$ cat src/sv/psched_pkg.sv
// Shared types and constants for the preemptive priority scheduler.
// No dependencies.
`default_nettype none
package psched_pkg;
	localparam int TIME_W        = 16;
	localparam int BURST_W       = 12;
	localparam int PRIO_W        = 8;
	localparam int SLOT_W        = 4;
	localparam int MAX_TASKS_DEF = 16;

	typedef struct packed {
		logic [TIME_W-1:0]  arrival;
		logic [BURST_W-1:0] burst;
		logic [PRIO_W-1:0]  prio;
		logic [BURST_W-1:0] remaining;
		logic [TIME_W-1:0]  start;
	} task_t;
endpackage
`default_nettype wire

$ cat src/sv/psched_ram.sv
// Task table: one write port, one read port with registered read data.
// Depends on psched_pkg.
`default_nettype none
module psched_ram #(
	parameter int DEPTH = 16,
	parameter int AW    = 4
) (
	input  wire logic              clk,
	input  wire logic              we,
	input  wire logic [AW-1:0]     waddr,
	input  wire psched_pkg::task_t wdata,
	input  wire logic              re,
	input  wire logic [AW-1:0]     raddr,
	output psched_pkg::task_t      rdata
);
	import psched_pkg::*;

	task_t mem [DEPTH];

	always_ff @(posedge clk) begin
		if (we) begin
			mem[waddr] <= wdata;
		end
	end

	always_ff @(posedge clk) begin
		if (re) begin
			rdata <= mem[raddr];
		end
	end
endmodule
`default_nettype wire

$ cat src/sv/preemptive_priority_scheduler.sv
// Preemptive priority scheduler top level: command port, scan sequencer, result registers.
// Depends on psched_pkg and psched_ram.
//
//  channel   handshake          payload
//  -------   ----------------   ---------------------------------------------
//  command   start / busy       action, slot, arrival, burst, prio
//  result    done (strobe)      ran_slot, idle, finished, response_time,
//                               completion_time, turnaround_time,
//                               waiting_time, all_done
//
// A load is written in its accept cycle and leaves busy low.
// A tick holds busy through ST_SCAN (one table read per slot), ST_LAST (compare of the
// last read), ST_WB (write-back of the chosen entry) and ST_OUT (result formation); done
// pulses in the cycle after. The single table read port sets the length of the scan.
// Reset clears the pending flags, pending count, time and sequencer; the table
// itself needs no clearing. Results cannot be stalled.
`default_nettype none
module preemptive_priority_scheduler #(
	parameter int MAX_TASKS = psched_pkg::MAX_TASKS_DEF
) (
	input  wire logic                            clk,
	input  wire logic                            arst_n,
	input  wire logic                            start,
	output logic                                 busy,
	input  wire logic                            action,
	input  wire logic [psched_pkg::SLOT_W-1:0]   slot,
	input  wire logic [psched_pkg::TIME_W-1:0]   arrival,
	input  wire logic [psched_pkg::BURST_W-1:0]  burst,
	input  wire logic [psched_pkg::PRIO_W-1:0]   prio,
	output logic                                 done,
	output logic [psched_pkg::SLOT_W-1:0]        ran_slot,
	output logic                                 idle,
	output logic                                 finished,
	output logic [psched_pkg::TIME_W-1:0]        response_time,
	output logic [psched_pkg::TIME_W-1:0]        completion_time,
	output logic [psched_pkg::TIME_W-1:0]        turnaround_time,
	output logic [psched_pkg::TIME_W-1:0]        waiting_time,
	output logic                                 all_done
);
	import psched_pkg::*;

	localparam int AW = $clog2(MAX_TASKS);
	localparam int CW = $clog2(MAX_TASKS + 1);
	localparam logic [AW-1:0] LAST_IDX = AW'(MAX_TASKS - 1);

	localparam logic [2:0] ST_IDLE = 3'd0;
	localparam logic [2:0] ST_SCAN = 3'd1;
	localparam logic [2:0] ST_LAST = 3'd2;
	localparam logic [2:0] ST_WB   = 3'd3;
	localparam logic [2:0] ST_OUT  = 3'd4;

	logic [2:0]           state_q;
	logic [AW-1:0]        idx_q;
	logic [AW-1:0]        idx_s1;
	logic                 valid_s1;
	logic                 pend_s1;
	logic [MAX_TASKS-1:0] pend_q;
	logic [CW-1:0]        cnt_q;
	logic [TIME_W-1:0]    now_q;

	logic                 found_q;
	logic [AW-1:0]        best_idx_q;
	task_t                best_q;
	logic                 fin_q;
	logic [TIME_W-1:0]    turn_q;

	task_t                rdata;
	task_t                wdata;
	logic [AW-1:0]        waddr;
	logic                 we;

	logic                 accept;
	logic                 load_ok;
	logic [AW-1:0]        load_addr;
	logic                 cand;
	logic                 better;
	logic [BURST_W-1:0]   rem_new;
	logic [TIME_W-1:0]    start_new;
	logic [TIME_W-1:0]    now_next;
	logic [TIME_W-1:0]    turn_d;
	logic [TIME_W-1:0]    burst_ext;

	assign busy      = (state_q != ST_IDLE);
	assign accept    = start && !busy;
	assign load_ok   = accept && !action && (32'(slot) < MAX_TASKS);
	assign load_addr = AW'(slot);

	assign cand   = valid_s1 && pend_s1 && (rdata.arrival <= now_q);
	assign better = !found_q || (rdata.prio < best_q.prio) ||
		((rdata.prio == best_q.prio) && (rdata.arrival < best_q.arrival));

	assign rem_new   = best_q.remaining - BURST_W'(1);
	assign start_new = (best_q.remaining == best_q.burst) ? now_q : best_q.start;
	assign now_next  = (now_q == '1) ? now_q : now_q + TIME_W'(1);
	assign turn_d    = (now_next >= best_q.arrival) ? now_next - best_q.arrival : '0;
	assign burst_ext = TIME_W'(best_q.burst);

	always_comb begin
		we    = 1'b0;
		waddr = load_addr;
		wdata = '{arrival: arrival, burst: burst, prio: prio, remaining: burst,
			start: '0};
		if (load_ok) begin
			we = 1'b1;
		end else if (state_q == ST_WB && found_q) begin
			we    = 1'b1;
			waddr = best_idx_q;
			wdata = best_q;
			wdata.remaining = rem_new;
			wdata.start     = start_new;
		end
	end

	psched_ram #(
		.DEPTH(MAX_TASKS),
		.AW   (AW)
	) u_ram (
		.clk  (clk),
		.we   (we),
		.waddr(waddr),
		.wdata(wdata),
		.re   (state_q == ST_SCAN),
		.raddr(idx_q),
		.rdata(rdata)
	);

	always_ff @(posedge clk or negedge arst_n) begin
		if (!arst_n) begin
			state_q  <= ST_IDLE;
			idx_q    <= '0;
			valid_s1 <= 1'b0;
			pend_q   <= '0;
			cnt_q    <= '0;
			now_q    <= '0;
			found_q  <= 1'b0;
			fin_q    <= 1'b0;
			done     <= 1'b0;
		end else begin
			done     <= 1'b0;
			valid_s1 <= (state_q == ST_SCAN);
			if (cand && better) begin
				found_q <= 1'b1;
			end
			unique case (state_q)
				ST_IDLE: begin
					if (load_ok) begin
						pend_q[load_addr] <= (burst != '0);
						cnt_q <= cnt_q + CW'(burst != '0) - CW'(pend_q[load_addr]);
					end else if (accept && action) begin
						state_q <= ST_SCAN;
						idx_q   <= '0;
						found_q <= 1'b0;
					end
				end
				ST_SCAN: begin
					idx_q <= idx_q + AW'(1);
					if (idx_q == LAST_IDX) begin
						state_q <= ST_LAST;
					end
				end
				ST_LAST: begin
					state_q <= ST_WB;
				end
				ST_WB: begin
					now_q   <= now_next;
					fin_q   <= found_q && (rem_new == '0);
					if (found_q && rem_new == '0) begin
						pend_q[best_idx_q] <= 1'b0;
						cnt_q <= cnt_q - CW'(1);
					end
					state_q <= ST_OUT;
				end
				ST_OUT: begin
					done    <= 1'b1;
					state_q <= ST_IDLE;
				end
				default: begin
					state_q <= ST_IDLE;
				end
			endcase
		end
	end

	always_ff @(posedge clk) begin
		idx_s1  <= idx_q;
		pend_s1 <= pend_q[idx_q];
		if (cand && better) begin
			best_idx_q <= idx_s1;
			best_q     <= rdata;
		end
		if (state_q == ST_WB) begin
			best_q.start <= start_new;
			turn_q       <= turn_d;
		end
		if (state_q == ST_OUT) begin
			ran_slot        <= found_q ? SLOT_W'(best_idx_q) : '0;
			idle            <= !found_q;
			finished        <= fin_q;
			response_time   <= fin_q ? best_q.start : '0;
			completion_time <= fin_q ? now_q : '0;
			turnaround_time <= fin_q ? turn_q : '0;
			waiting_time    <= (fin_q && turn_q >= burst_ext) ? turn_q - burst_ext : '0;
			all_done        <= (cnt_q == '0);
		end
	end
endmodule
`default_nettype wire

$ cat config.mk
export PLATFORM = sky130hd
export DESIGN_NAME = preemptive_priority_scheduler
export DESIGN_NICKNAME = d
export VERILOG_FILES = /design/src/sv/psched_pkg.sv /design/src/sv/psched_ram.sv /design/src/sv/preemptive_priority_scheduler.sv
export SDC_FILE = /design/constraint.sdc
export NUM_CORES = 2
export LEC_CHECK = 0
export BUFFER_PORTS_ARGS = -buffer_cell sky130_fd_sc_hd__buf_2
export CAP_MARGIN = 40
export CELL_PAD_IN_SITES_DETAIL_PLACEMENT = 0
export CELL_PAD_IN_SITES_GLOBAL_PLACEMENT = 1
export CORE_ASPECT_RATIO = 0.5
export CORE_MARGIN = 2
export CORE_UTILIZATION = 54
export DETAILED_ROUTE_END_ITERATION = 12
export GPL_TIMING_DRIVEN = 0
export PLACE_DENSITY_LB_ADDON = 0.3
export RECOVER_POWER = 25
export REMOVE_ABC_BUFFERS = 1
export SKIP_LAST_GASP = 1
export SLEW_MARGIN = 0
export SYNTH_ARGS = -nofsm -noshare
export SYNTH_HDL_FRONTEND = slang
export SYNTH_SLANG_ARGS = --single-unit
$ cat constraint.sdc
create_clock -name clk -period 7.77 [get_ports clk]
set_input_delay 0.777 -clock clk [delete_from_list [all_inputs] [get_ports clk]]
set_output_delay 0.777 -clock clk [all_outputs]
set_load 0.005 [all_outputs]
==> flow_summary.yaml <==
outcome:
  status: "finished, violations left"
  violations: "capacitance limit, slew limit"
drt:
  antenna_left: 0
  routed_wl_um: 137600
  vias_per_cell: 6.349
  drt_iter0_drc: 3886
  dr.pass1.iters: 5
  detail_route.wl_per_cell_um: 28.25
  drc_errors: 0
  vias: 30930
sta:
  relSlewSlack_pct: -167.9
  fin_hold_ws_ps: 324.7
  skew_ps: 32.99
  fin_crit_sh_pct: 79.40
  fmax_mhz: 162.1
  rsz0062_at_grt: "no"
  setup_violations: 0
  setup_ws_ps: 1601
  hold_violations: 0
  period_minus_slack_ps: 6169
  max_slew.worst_pin.slew_ps: 4018
  final_max_slew_viol_count: 380
  finalSetupTns_ps: 0
synthesis:
  netlist_instances: 3227
  synth_edf_count: 1243
  synth_cell_types: 79
  synth_common_cells: "edfxtp_1 (1,243), o21ai_0 (235), mux2i_1 (200)"
  syn_area_sq_um: 53450
  ys_warn_count: 0
  synth-main-ff-cell: "edfxtp_1"
  seq_area_frac_synth_pct: 72.26
  ys_ff_latch: 1296
  syn_area_per_cell_sq_um: 16.56
  synth_top_cell_area_share_pct: 69.83
  yosysTopAreaCell: "edfxtp_1"
  synthArstFlopShare_pct: 3.704
  yosys-top-cells-area: "edfxtp_1 (70%), mux4_2 (5.7%), mux2i_1 (3.7%), dfrtp_1 (2.2%), o21ai_0 (2.2%)"
  yosysMostFrequentCell: "edfxtp_1"
floorplan:
  start_util_pct: 54.60
  die_x_um: 448.9
  num_rows: 81
  core_sq_um: 97900
  io_pins: 117
  die_height_um: 226.5
  die_area_sq_um: 101700
worst_setup_path:
  crit_path_max_fanout: 38
  slowest_delay_ps: 2700
  crit_required_ps: 8010
  critical_path_class: "flip-flop to flip-flop"
  worstSetupEndpointType: "flip-flop"
  worst_ep_arrival_time_ps: 6410
  timing.critical_path.max_delay_family: "buffers and inverters"
  startpoint_type: "flip-flop"
  path_buf_inv: 1
  cp_cell_sequence: "nor2_1 > and2_0 > clkbuf_1"
  cpMaxStageDelayCell: "clkbuf_1"
  r2r-start: "state_q[1]"
  critPathLaunch: "state_q[1]"
layout:
  utilization_pct: 62.46
  nets: 3578
  diodes: 0
  fin_area_sq_um: 61150
  areaGrowthSynthToFinish_pct: 14.40
  drive_above_1_share_pct: 17.16
  fillers: 6911
place:
  dp_hpwl_um: 88070
  place_congestion: 0.8653
  port_buffers: 116
  post_dp_cell_area_sq_um: 57950
  place_ws_ps: 2677
clocking:
  cts_buffer_depth: 3
  postCtsHoldBufs: 0
  cts_root_buffer: "clkbuf_16"
  clk_pin_slew_ps: 70
  post_cts_buffers: 0
  clock_sinks: 1296
  ctsHtreeMaxLevel: 3
  clkLatencyLatePin_ps: 730
  cts_tree: "done"
  cts-buffers-inserted: 108
  post_cts_resized: 0
pwr:
  ir_drop_mv: 0.1902
  p_leak_nw: 20.58
  cellPowerDensity_nw_per_um2: 312.1
grt:
  grt.overflow.total: 0
  grt_pass1_vias: 29540
  grt_max_degree: 63
  grt.total_usage_pct: 26.92
  antenna_found_initial: 4
  grt_pass1_wl_um: 198900
worst_hold_path:
  worstHoldPathType: "input pin to async pin"
job:
  cap_violations: 12
==> where the power goes <==
part	switching (W)	leakage, nW	internal [W]	total (W)
Combinational	0.00273	7.07	0.00210	0.00482
Clock	0.00252	1.75	0.00306	0.00557
Sequential	0.000415	11.8	0.00827	0.00869
Total	0.00566	20.6	0.0134	0.0191
==> worst reg2reg max path: stages, from the launching register on <==
cell and delay, ps:
dfrtp_1 470, nor2_1 190, and2_0 2240, clkbuf_1 2710
==> final timing paths <==
check / endpoint / slack [ps] / cells past startpoint
worst max-delay path: u_ram.rdata[31] / 1600 / 3
worst min-delay path: pend_q[6] / 320 / 1
worst max register to register: u_ram.rdata[31] / 1600 / 3
worst min register to register: best_idx_q[2] / 410 / 0
max in group asynchronous: now_q[14] / 5020 / 2
min in group clk: best_idx_q[2] / 410 / 0
==> through the flow <==
step	instances	total power (W)
after global placement	4502	0.01338
final	4872	0.01908
after global routing	4872	0.01981
after CTS	4861	0.01914
after floorplan	3058	0.01222
after detailed placement	4658	0.01361
==> area by class of cell <==
class / instances / area (sq um) / share of cell area [%]
Inverter: 75 / 281.5 / 0.4604
Tap cell: 1328 / 1662 / 2.717
Clock inverter: 66 / 719.4 / 1.176
Multi-Input combinational cell: 1687 / 13980 / 22.85
Timing Repair Buffer: 283 / 3022 / 4.941
Sequential cell: 1296 / 38630 / 63.17
Clock buffer: 137 / 2864 / 4.683
==> flip-flops by register name, summed over array words and instances (netlist names), 3 cells and up <==
| signal | cells |
|---|---|
| best_idx_q | 4 |
| best_q | 64 |
| cnt_q | 5 |
| completion_time | 16 |
| idx_q | 4 |
| idx_s1 | 4 |
| now_q | 16 |
| pend_q | 16 |
| ran_slot | 4 |
| response_time | 16 |
| state_q | 3 |
| turn_q | 16 |
| turnaround_time | 16 |
| u_ram.mem | 1024 |
| u_ram.rdata | 64 |
| waiting_time | 16 |
==> cell usage in the layout, fill, tap and decap left out, types with 74 or more instances in the layout <==
cell type	count
nor2_1	95
ha_1	80
inv_1	75
mux2i_1	200
clkbuf_1	98
mux2_2	74
a21oi_1	123
nand2_1	184
o21ai_0	227
clkbuf_16	110
edfxtp_1	1243
buf_2	101
mux4_2	135
==> logic make-up (layout without fill, tap and decap cells) <==
group	Yosys count	count (layout)	synth area share, %
buf+inv	244	561	1.840
xor+xnor	57	57	0.9340
flops	1296	1296	72.26
fa+ha+maj	83	83	1.985
mux	409	409	10.99
compound gates	620	620	7.331
simple gates	518	518	4.653
==> routing by layer <==
layer	wire [um]	global-route usage, %	share of wire [%]	vias up
met4	2813	6.517	2.0	2
met5	13	0	0.0094	-
met2	62420	41.15	45	1635
li1	-	-	-	13220
met1	58450	40.32	42	15870
met3	13940	5.106	10	204
(Power assumes the default switching activity.)
